$ cat src/hdl/l2n_pkg.sv
// Package for the L2 vector normaliser: shared widths, status codes and helpers.
// Used by l2n_root_unit and vector_l2_normalizer_core; depends on nothing.
package l2n_pkg;

  localparam int MAX_DIM_DEF = 64;
  localparam int VAL_W       = 16;
  localparam int FRAC_SHIFT  = 30;
  localparam int STATUS_W    = 2;

  localparam logic [STATUS_W-1:0] ST_OK   = 2'd0;
  localparam logic [STATUS_W-1:0] ST_ZERO = 2'd1;
  localparam logic [STATUS_W-1:0] ST_DROP = 2'd2;

  typedef struct packed {
    logic busy;
    logic done;
  } root_stat_t;

  // Magnitude of a signed 16-bit element; -32768 gives 32768, which still fits.
  function automatic logic [VAL_W-1:0] magnitude(input logic [VAL_W-1:0] v);
    magnitude = v[VAL_W-1] ? (~v + VAL_W'(1)) : v;
  endfunction

  // Saturates the root to 32767 and applies the sign of the element.
  function automatic logic [VAL_W-1:0] format_q(input logic [VAL_W-1:0] q,
                                                input logic           neg);
    logic [VAL_W-1:0] sat;
    sat      = q[VAL_W-1] ? {1'b0, {(VAL_W-1){1'b1}}} : q;
    format_q = neg ? (~sat + VAL_W'(1)) : sat;
  endfunction

endpackage

$ cat src/hdl/l2n_store.sv
// Element buffer of the L2 vector normaliser: one write port, one registered read port.
// Depends on nothing.
module l2n_store #(
  parameter  int DEPTH  = 64,
  parameter  int DATA_W = 16,
  localparam int AW     = $clog2(DEPTH)
) (
  input  logic              clk,
  input  logic              wr_en,
  input  logic [AW-1:0]     wr_addr,
  input  logic [DATA_W-1:0] wr_data,
  input  logic [AW-1:0]     rd_addr,
  output logic [DATA_W-1:0] rd_data
);

  logic [DATA_W-1:0] mem [DEPTH];

  always_ff @(posedge clk) begin
    if (wr_en) begin
      mem[wr_addr] <= wr_data;
    end
    rd_data <= mem[rd_addr];
  end

endmodule

$ cat src/hdl/l2n_root_unit.sv
// Shared iterative unit: finds the largest q with q*q*S <= m*m*2^30, one bit a cycle.
// Depends on l2n_pkg.
module l2n_root_unit #(
  parameter int SUM_W = 37
) (
  input  logic                           clk,
  input  logic                           rst,
  input  logic                           start,
  input  logic [l2n_pkg::VAL_W-1:0]      mag,
  input  logic [SUM_W-1:0]               sum,
  output logic [l2n_pkg::VAL_W-1:0]      q,
  output l2n_pkg::root_stat_t            stat
);

  localparam int RW = SUM_W + 32;

  // rem holds m*m*2^30 - r*r*S; acc_u is r*S*2^(i+1) and acc_v is S*2^(2i) for bit i.
  logic [RW-1:0]                 rem;
  logic [RW-1:0]                 acc_u;
  logic [RW-1:0]                 acc_v;
  logic [l2n_pkg::VAL_W-1:0]     root;
  logic [l2n_pkg::VAL_W-1:0]     bitm;
  logic                          busy;
  logic                          done;
  logic [2*l2n_pkg::VAL_W-1:0]   sq;
  logic [RW-1:0]                 delta;
  logic                          fit;

  assign sq    = mag * mag;
  assign delta = acc_u + acc_v;
  assign fit   = (delta <= rem);

  always_ff @(posedge clk) begin
    if (rst) begin
      busy <= 1'b0;
      done <= 1'b0;
    end else begin
      done <= busy & bitm[0];
      if (start) begin
        busy <= 1'b1;
      end else if (busy && bitm[0]) begin
        busy <= 1'b0;
      end
    end
  end

  always_ff @(posedge clk) begin
    if (start) begin
      rem   <= RW'(sq) << l2n_pkg::FRAC_SHIFT;
      acc_u <= '0;
      acc_v <= RW'(sum) << l2n_pkg::FRAC_SHIFT;
      root  <= '0;
      bitm  <= {1'b1, {(l2n_pkg::VAL_W-1){1'b0}}};
    end else if (busy) begin
      if (fit) begin
        rem   <= rem - delta;
        root  <= root | bitm;
        acc_u <= (acc_u >> 1) + acc_v;
      end else begin
        acc_u <= acc_u >> 1;
      end
      acc_v <= acc_v >> 2;
      bitm  <= bitm >> 1;
    end
  end

  assign q         = root;
  assign stat.busy = busy;
  assign stat.done = done;

endmodule

$ cat src/hdl/vector_l2_normalizer_core.sv
// After the beat carrying last: S_ADDW, S_READ, S_LOAD (root unit started unless the vector is zero),
// S_WAIT (skipped for a zero vector), S_FMT, then S_OUT; each further result repeats from S_READ.
// Throughput: elements are taken one per cycle while a vector is collected; results then leave one at
// a time, set by the 16-step shared root unit. No element is taken while results are being produced.
// Reset (rst, synchronous, active high) clears the sequencer, sum, count and drop flag;
// the element buffer is not cleared.
module vector_l2_normalizer_core #(
  parameter int MAX_DIM = l2n_pkg::MAX_DIM_DEF
) (
  input  logic                            clk,
  input  logic                            rst,
  input  logic                            in_valid,
  output logic                            in_stall,
  input  logic [l2n_pkg::VAL_W-1:0]       value,
  input  logic                            last,
  output logic                            out_valid,
  input  logic                            out_stall,
  output logic [l2n_pkg::VAL_W-1:0]       norm_value,
  output logic                            end_of_vector,
  output logic [l2n_pkg::STATUS_W-1:0]    status
);

  localparam int CW = $clog2(MAX_DIM + 1);
  localparam int AW = $clog2(MAX_DIM);
  localparam int SW = 31 + $clog2(MAX_DIM);

  localparam logic [2:0] S_IDLE = 3'd0;
  localparam logic [2:0] S_ADDW = 3'd1;
  localparam logic [2:0] S_READ = 3'd2;
  localparam logic [2:0] S_LOAD = 3'd3;
  localparam logic [2:0] S_WAIT = 3'd4;
  localparam logic [2:0] S_FMT  = 3'd5;
  localparam logic [2:0] S_OUT  = 3'd6;

  logic [2:0]                    state;
  logic [2:0]                    state_next;
  logic [CW-1:0]                 count;
  logic [CW-1:0]                 k;
  logic [SW-1:0]                 sum;
  logic                          ovf;
  logic [2*l2n_pkg::VAL_W-1:0]   sq_in;
  logic                          sq_v;
  logic                          in_acc;
  logic                          out_acc;
  logic                          room;
  logic                          zero;
  logic [l2n_pkg::VAL_W-1:0]     rdata;
  logic [l2n_pkg::VAL_W-1:0]     mag_in;
  logic [l2n_pkg::VAL_W-1:0]     mag_rd;
  logic [l2n_pkg::VAL_W-1:0]     q;
  logic                          start;
  l2n_pkg::root_stat_t           root_stat;

  assign in_stall  = (state != S_IDLE);
  assign in_acc    = in_valid & ~in_stall;
  assign out_valid = (state == S_OUT);
  assign out_acc   = out_valid & ~out_stall;
  assign room      = (count < CW'(MAX_DIM));
  assign zero      = (sum == '0);
  assign mag_in    = l2n_pkg::magnitude(value);
  assign mag_rd    = l2n_pkg::magnitude(rdata);
  assign start     = (state == S_LOAD) && !zero;

  l2n_store #(
    .DEPTH  (MAX_DIM),
    .DATA_W (l2n_pkg::VAL_W)
  ) u_store (
    .clk     (clk),
    .wr_en   (in_acc & room),
    .wr_addr (count[AW-1:0]),
    .wr_data (value),
    .rd_addr (k[AW-1:0]),
    .rd_data (rdata)
  );

  l2n_root_unit #(
    .SUM_W (SW)
  ) u_root (
    .clk   (clk),
    .rst   (rst),
    .start (start),
    .mag   (mag_rd),
    .sum   (sum),
    .q     (q),
    .stat  (root_stat)
  );

  always_comb begin
    state_next = state;
    case (state)
      S_IDLE: begin
        if (in_acc && last) begin
          state_next = S_ADDW;
        end
      end
      S_ADDW: state_next = S_READ;
      S_READ: state_next = S_LOAD;
      S_LOAD: state_next = zero ? S_FMT : S_WAIT;
      S_WAIT: begin
        if (root_stat.done) begin
          state_next = S_FMT;
        end
      end
      S_FMT:  state_next = S_OUT;
      S_OUT: begin
        if (out_acc) begin
          state_next = end_of_vector ? S_IDLE : S_READ;
        end
      end
      default: state_next = S_IDLE;
    endcase
  end

  always_ff @(posedge clk) begin
    if (rst) begin
      state <= S_IDLE;
      count <= '0;
      k     <= '0;
      sum   <= '0;
      ovf   <= 1'b0;
      sq_v  <= 1'b0;
    end else begin
      state <= state_next;
      sq_v  <= in_acc & room;
      if (in_acc) begin
        if (room) begin
          count <= count + CW'(1);
        end else begin
          ovf <= 1'b1;
        end
      end
      // The square of the previous beat, registered in sq_in, is folded into sum in the cycle after it was taken.
      if (out_acc && end_of_vector) begin
        count <= '0;
        k     <= '0;
        sum   <= '0;
        ovf   <= 1'b0;
      end else begin
        if (sq_v) begin
          sum <= sum + SW'(sq_in);
        end
        if (out_acc) begin
          k <= k + CW'(1);
        end
      end
    end
  end

  always_ff @(posedge clk) begin
    if (in_acc) begin
      sq_in <= mag_in * mag_in;
    end
    if (state == S_FMT) begin
      norm_value    <= zero ? '0 : l2n_pkg::format_q(q, rdata[l2n_pkg::VAL_W-1]);
      end_of_vector <= ((k + CW'(1)) == count);
      status        <= zero ? l2n_pkg::ST_ZERO : (ovf ? l2n_pkg::ST_DROP : l2n_pkg::ST_OK);
    end
  end

`ifndef NO_ASSERTIONS
  a_last_blocks_input: assert property (@(posedge clk) disable iff (rst)
    (in_acc && last) |=> in_stall)
    else $error("input taken straight after the final element of a vector");

  a_done_in_wait: assert property (@(posedge clk) disable iff (rst)
    root_stat.done |-> (state == S_WAIT))
    else $error("root unit finished outside the wait state");

  a_start_when_free: assert property (@(posedge clk) disable iff (rst)
    start |-> !root_stat.busy)
    else $error("root unit started while still busy");

  a_clear_after_vector: assert property (@(posedge clk) disable iff (rst)
    (out_acc && end_of_vector) |=> (count == '0 && sum == '0 && !ovf))
    else $error("accumulation state not cleared after the final result");

  a_count_bound: assert property (@(posedge clk) disable iff (rst)
    count <= CW'(MAX_DIM))
    else $error("element count beyond capacity");
`endif

endmodule

$ cat config.mk
export PLATFORM = sky130hd
export DESIGN_NAME = vector_l2_normalizer_core
export DESIGN_NICKNAME = d
export VERILOG_FILES = /design/src/hdl/l2n_pkg.sv /design/src/hdl/l2n_store.sv /design/src/hdl/l2n_root_unit.sv /design/src/hdl/vector_l2_normalizer_core.sv
export SDC_FILE = /design/constraint.sdc
export NUM_CORES = 2
export LEC_CHECK = 0
export BUFFER_PORTS_ARGS = -buffer_cell sky130_fd_sc_hd__buf_2
export CORE_MARGIN = 2
export CORE_UTILIZATION = 35
export DETAILED_ROUTE_END_ITERATION = 12
export PLACE_DENSITY_LB_ADDON = 0.1
export SLEW_MARGIN = 20
export SYNTH_ARGS = -nofsm -noshare
export SYNTH_HDL_FRONTEND = slang
export SYNTH_SLANG_ARGS = --single-unit
$ cat constraint.sdc
create_clock -name clk -period 24.8 [get_ports clk]
set_input_delay 3.72 -clock clk [delete_from_list [all_inputs] [get_ports clk]]
set_output_delay 3.72 -clock clk [all_outputs]
set_load 0.01 [all_outputs]
Word-level counts from Yosys, hierarchy flattened
Memory sizes are Yosys's and may differ from the RTL's. A register that Yosys moved wholly into a read port is not among the register bits.
Cells that the tools add are included.
{ "word_totals": {"regBits": 346, "mem_bits_rw": 1024, "inputBits": 21, "out_inout_bits": 21, "memories": 1} }
{ "classes": {"addsub": 9, "n_mul": 2, "order_cmp": 2, "n_eq_ne": 10, "mux": 21, "bitwise_logic": 11, "reduce_logical": 17} }
{ "mem_list": {"columns": ["memory", "words", "word_bits", "rd", "rd_ports_with_merged_regs", "wr", "line_no", "text"], "rows": [
  ["u_store.mem", 64, 16, 1, 1, 1, "l2n_store.sv:16", "logic [DATA_W-1:0] mem [DEPTH];"]
]} }
{ "op_table": {"columns": ["op", "count"], "rows": [
  ["$mux 62", 3],
  ["$mux 67", 2],
  ["$add 68x67->69", 1],
  ["$add 69x67->69", 1],
  ["$le 69x69->1", 1],
  ["$mux 69", 1],
  ["$sub 69x69->69", 1],
  ["$mul 16x16->32", 2],
  ["$add 16x1->16 const B", 3],
  ["$mux 16", 3],
  ["$add 37x32->37", 1],
  ["$logic_not 37->1", 1],
  ["$not 16->16", 2],
  ["$pmux 3 s7", 1],
  ["$not 15->16", 1],
  ["$or 16x16->16", 1],
  ["$mux 15", 1],
  ["$add 7x1->7 const B", 2],
  ["$eq 3x3->1 const B", 3],
  ["$mux 3", 3],
  ["$reduce_and 2->1", 4],
  ["$eq 7x7->1", 1],
  ["$lt 7x7->1 const B", 1],
  ["$eq 3x2->1 const B", 2],
  ["14 further kinds", 30]
]} }

Logic depth before layout (Yosys ltp)
{ "depth": {"depth_word": 6, "mapped_depth": 34} }

Cells and area by module
From an unflattened synthesis, not the netlist that was laid out.
{ "hier_totals": {"hier_cells": 6825, "hier_area_um2": 82003.6} }
{ "modules_own_cells": {"columns": ["module", "n_inst", "cells_each", "area_per_inst_um2"], "rows": [
  ["l2n_store", 1, 1829, 40042.2],
  ["l2n_root_unit", 1, 3440, 28232.1],
  ["vector_l2_normalizer_core", 1, 1556, 13729.4]
]} }

Least setup slack after synthesis
OpenSTA, ideal clock, no wires.
{ "synth_timing": {"path_kind": "input -> register", "from": "in value[0] (netlist bit)", "to": "reg sq_in[30] (netlist bit), data pin", "arrival_time_ps": 11037, "setup_slack_ps": 13506, "stages": 32, "path_cell_list": "inv_1 -> clkbuf_1 -> ha_1 -> nand3b_1 -> or2_2 -> o41ai_1 -> xor2_1 -> clkinv_1 -> nand2_1 -> inv_1 -> fa_1 -> inv_1 -> fa_1 -> inv_1 -> fa_1 -> fa_1 -> fa_1 -> inv_1 -> fa_1 -> inv_1 -> ha_1 -> a41oi_1 -> o21ai_0 -> a21oi_1 -> o21bai_1 -> a21oi_1 -> o21ai_0 -> o211ai_1 -> a311oi_1 -> a21o_1 -> a21oi_1 -> xnor2_1"} }
{ "synth_between": {"elab_chain_cells": 4} }
{ "synth_rtl": {"columns": ["element", "line_no", "text"], "rows": [
  ["start, declared", "vector_l2_normalizer_core.sv:14", "input logic [l2n_pkg::VAL_W-1:0] value,"],
  ["$not 16->16", "l2n_pkg.sv:21", "magnitude = v[VAL_W-1] ? (~v + VAL_W'(1)) : v;"],
  ["$add 16x1->16", "l2n_pkg.sv:21", null],
  ["$mux 16 (*)", "l2n_pkg.sv:21", null],
  ["$mul 16x16->32 (*)", "vector_l2_normalizer_core.sv:151", "sq_in <= mag_in * mag_in;"],
  ["end signal, assigned", "vector_l2_normalizer_core.sv:151", null],
  ["end, declared", "vector_l2_normalizer_core.sv:41", "logic [2*l2n_pkg::VAL_W-1:0] sq_in;"]
]} }
Every way passes the cells marked *; elsewhere a longest branch is shown, timed or not.
A chain may end at the register's enable or synchronous reset.

Final worst setup path
{ "layout_timing": {"from": "in value[3] (netlist bit)", "to": "reg sq_in[30] (netlist bit), data pin"} }
The elaborated chain is that of the path after synthesis.

==> implementation parameters <==
Parameter                              Value

Timing
  Upper clock frequency limit ... 0.08244 GHz
  Portion of the clock cycle consumed by the worst path in the final layout ... 48.91%
  Worst slew slack as a fraction of its limit ... 17.56%
  Final count of negative-setup-slack endpoints ... 0
  Final Max Slew Viols ... 0
  Worst Clk Skew ... 0.04932 ns
  RSZ-0062 raised after global routing ... no
  Setup total negative slack ... 0 ns
  Min cycle time layout ... 12.13 ns
  Least-Margin Pin Slew ... 1.228 ns
  Fin. Hold Viols ... 0

Global route
  Global-route wire length before repair ... 345.0 mm
  Grt ovf ... 0
  GRT Resource Usage Total ... 19.82%
  Maximum number of pins on one net before global-route repair ... 141
  Met2 track utilization from global routing ... 34.25%
  Met1 layer usage reported by global route ... 26.84%
  Number of antenna violations at the first check in global routing ... 13
  Vias in the first global route ... 52288
  GRT busiest layer ... met2
  Fraction of met3 tracks used by global routing ... 2.363%

Worst setup path
  Endpoint of the most critical register-to-register path ... u_root.rem[60]
  Most frequent CP cell ... sky130_fd_sc_hd__fa_1
  Kind of start point of the critical path ... primary input
  Crit-path max cell delay ... 0.73 ns
  Cell count of the worst reg-to-reg path ... 30
  Path type of the worst setup path ... primary input to flip-flop
  Largest fanout on the critical path ... 67
  Crit. End Element ... flip-flop
  Slowest CP cell ... sky130_fd_sc_hd__xor2_1
  Arrival @ worst endpoint ... 12.66 ns
  Required time worst endpoint ... 25.33 ns
  Internal reg-to-reg setup slack ... 15.63 ns
  Worst R2R Start ... u_store.rd_data[5]

Routing
  Number of DRC markers after the initial detailed-route iteration ... 3714
  Via/cell ratio ... 5.269
  DRC violation count after routing ... 0
  TritonRoute pass-1 iters ... 7
  Mean routed wirelength per cell ... 23.97 µm
  DR vias ... 50700
  WL final ... 230.7 mm
  Remaining antenna violation count after routing ... 0

Clock tree
  Clock buffer count from CTS ... 154
  Clock transition time at the flip-flop clock pins of the worst setup and hold paths ... 0.06 ns
  Post-cts sizing count ... 0
  CTS Hold Bufs ... 0
  Number of clock sinks ... 1385
  Clock root buffer master ... sky130_fd_sc_hd__clkbuf_16
  TritonCTS clock tree ... built
  Clk buf depth ... 3
  Clock latency on the worst-skew pair ... 0.83 ns
  H-tree depth reported by CTS ... 4
  Buffers inserted during post-CTS setup optimization ... 0

Synth
  Distinct cells, synth ... 87
  Syn Inst Count ... 6433
  Leading area contributor after synthesis ... sky130_fd_sc_hd__edfxtp_1
  Avg Cell Area, Syn ... 12.44 µm²
  Number of enable-type register cells in the synthesized netlist ... 1143
  Synthesized flop and latch total ... 1385
  Combined area of all synthesized cells ... 80050 µm²
  Warnings, synthesis ... 0
  Area share of the largest cell type after synthesis ... 42.88%
  Cell types occupying the most area after synthesis ... sky130_fd_sc_hd__edfxtp_1 43%, sky130_fd_sc_hd__mux4_2 9.5%, sky130_fd_sc_hd__fa_1 8.3%
  Top FF cell, synth ... sky130_fd_sc_hd__edfxtp_1
  Sequential share of the synthesized area ... 48.93%
  Async set or reset register ratio after synthesis ... 0%

Die
  Floorplan die area ... 232500 µm²
  Die extent in y ... 482.2 µm
  Num ports ... 42
  Number of core rows ... 175
  Initial core utilization ... 35.22%
  Area of the core ... 227300 µm²
  Chip Width ... 482.2 µm

Layout
  # nets final ... 7268
  Layout Area Growth over Synthesis ... 11.60%
  Post-Layout Cell Count ... 9623
  Share of cells above drive strength 1 ... 12.28%

Min path
  Worst hold path endpoint ... u_root.rem[12]
  Min-delay worst type ... flip-flop to flip-flop
  Number of cells on the worst hold path ... 2
  Source of the worst hold timing path ... u_root.rem[12]

Placement
  Number of buffer cells added on primary ports ... 41
  Placed insts ... 9341
  HPWL reported at the end of detailed placement ... 158.7 mm
  Placer Congestion ... 0.8460

Outcome
  Outcome ... complete, no violations

Run
  Max_cap viols ... 0
cells by family (layout without fill, tap and decap cells):
| logic type | after synthesis | count (layout) | share of synthesized area [%] |
|---|---|---|---|
| AND/OR/NAND/NOR | 1460 | 1460 | 8.072 |
| flip-flops | 1385 | 1385 | 48.93 |
| AO/OA/AOI/OAI | 1220 | 1220 | 9.644 |
| buffers and inverters | 827 | 984 | 3.898 |
| adder cells (fa/ha/maj) | 759 | 759 | 14.97 |
| multiplexers | 441 | 441 | 10.77 |
| XOR/XNOR | 339 | 339 | 3.709 |
| other | 2 | 26 | 0.009382 |
sequential cells by signal, indices dropped and copies added (netlist names), 31 cells and up:
register / cells
u_store.mem: 1024
u_root.acc_u: 69
u_root.rem: 69
u_root.acc_v: 67
sum: 37
sq_in: 31
cell usage in the layout, fill, tap and decap left out, types with 41 or more instances in the layout:
cell type	count
sky130_fd_sc_hd__o21ai_0	244
sky130_fd_sc_hd__fa_1	331
sky130_fd_sc_hd__nand2_1	477
sky130_fd_sc_hd__mux4_2	336
sky130_fd_sc_hd__xnor2_1	201
sky130_fd_sc_hd__nor2_1	492
sky130_fd_sc_hd__mux2i_1	104
sky130_fd_sc_hd__nand3_1	95
sky130_fd_sc_hd__o21bai_1	60
sky130_fd_sc_hd__a21oi_1	383
sky130_fd_sc_hd__buf_2	41
sky130_fd_sc_hd__nor3_1	63
sky130_fd_sc_hd__a211oi_1	58
sky130_fd_sc_hd__edfxtp_1	1143
sky130_fd_sc_hd__clkbuf_16	156
sky130_fd_sc_hd__nand4_1	67
sky130_fd_sc_hd__a31oi_1	47
sky130_fd_sc_hd__xor2_1	138
sky130_fd_sc_hd__ha_1	428
sky130_fd_sc_hd__a21o_1	172
sky130_fd_sc_hd__inv_1	532
sky130_fd_sc_hd__buf_4	113
sky130_fd_sc_hd__dfxtp_1	236
Yosys cell counts (7+ instances only):
master and count:
sky130_fd_sc_hd__edfxtp_1 1143, sky130_fd_sc_hd__nand2_1 477, sky130_fd_sc_hd__buf_1 37, sky130_fd_sc_hd__a21o_1 173
sky130_fd_sc_hd__a31o_2 8, sky130_fd_sc_hd__nor4_1 18, sky130_fd_sc_hd__and4_1 14, sky130_fd_sc_hd__or3_1 19
sky130_fd_sc_hd__o21bai_1 60, sky130_fd_sc_hd__and3_1 23, sky130_fd_sc_hd__nand3_1 96, sky130_fd_sc_hd__buf_2 7
sky130_fd_sc_hd__nand3b_1 7, sky130_fd_sc_hd__o31a_1 9, sky130_fd_sc_hd__a41oi_1 10, sky130_fd_sc_hd__o31ai_1 26
sky130_fd_sc_hd__dfxtp_1 242, sky130_fd_sc_hd__inv_1 533, sky130_fd_sc_hd__a311oi_1 12, sky130_fd_sc_hd__a22o_1 7
sky130_fd_sc_hd__nor2_1 543, sky130_fd_sc_hd__nor2b_1 36, sky130_fd_sc_hd__a21boi_0 8, sky130_fd_sc_hd__ha_1 428
sky130_fd_sc_hd__or2_2 10, sky130_fd_sc_hd__mux2i_1 104, sky130_fd_sc_hd__o21ai_0 244, sky130_fd_sc_hd__clkinv_1 16
sky130_fd_sc_hd__nand2b_1 39, sky130_fd_sc_hd__nand4_1 67, sky130_fd_sc_hd__a211oi_1 58, sky130_fd_sc_hd__o21a_1 34
sky130_fd_sc_hd__o211ai_1 25, sky130_fd_sc_hd__clkbuf_1 232, sky130_fd_sc_hd__nor3_1 65, sky130_fd_sc_hd__o22ai_1 32
sky130_fd_sc_hd__a31oi_1 47, sky130_fd_sc_hd__fa_1 331, sky130_fd_sc_hd__and2_1 28, sky130_fd_sc_hd__a21oi_1 383
sky130_fd_sc_hd__mux4_2 336, sky130_fd_sc_hd__a2111oi_0 7, sky130_fd_sc_hd__xnor2_1 201, sky130_fd_sc_hd__xor2_1 138
metrics by stage:
| step | hold WS (ns) | utilization, % | cell area, µm² | setup WS [ns] |
|---|---|---|---|---|
| final | 0.4598 | 39.30 | 89330 | 12.67 |
| after floorplan | 0.4290 | - | 80130 | 13.51 |
| after global routing | 0.4748 | 39.30 | 89330 | 12.04 |
| after global placement | 0.4400 | 37.04 | 84190 | 12.17 |
| after CTS | 0.4643 | 39.30 | 89320 | 12.79 |
| after detailed placement | 0.4491 | 37.04 | 84190 | 11.95 |
worst max-delay path, delay by kind of cell:
family | cells | cell delay, ns
fa+ha+maj | 7 | 3.30
compound gates | 11 | 2.29
simple gates | 5 | 1.35
buf+inv | 6 | 1.10
xor+xnor | 2 | 0.81
layer usage:
metal / wire length, µm / part of all wire (%)
met5: 39 / 0.017
met4: 4010 / 1.7
met3: 7828 / 3.4
met2: 114800 / 50
met1: 104000 / 45
area by class of cell:
type	instances	area [µm²]
fillers	21685	138000
flip-flops and latches	1385	39190
well taps	3009	3765
clock inverters	77	970.9
repair buffers	155	1074
multi-input cells	4242	38110
inverters	550	2064
diodes	3	7.507
clock buffers	202	4156
worst max path at each step:
stage,slack (ns),start,endpoint,depth (start not counted)
after global routing,12.04,value[0],sq_in[30],30
after floorplan,13.51,value[0],sq_in[30],32
after detailed placement,11.95,value[3],sq_in[30],31
after CTS,12.79,value[3],sq_in[30],31
final,12.67,value[3],sq_in[30],31
after global placement,12.17,value[0],sq_in[30],30
Power is left out: the tool's default activity adds up to more than one toggle a clock period on the data nets, which glitch-free logic cannot reach.
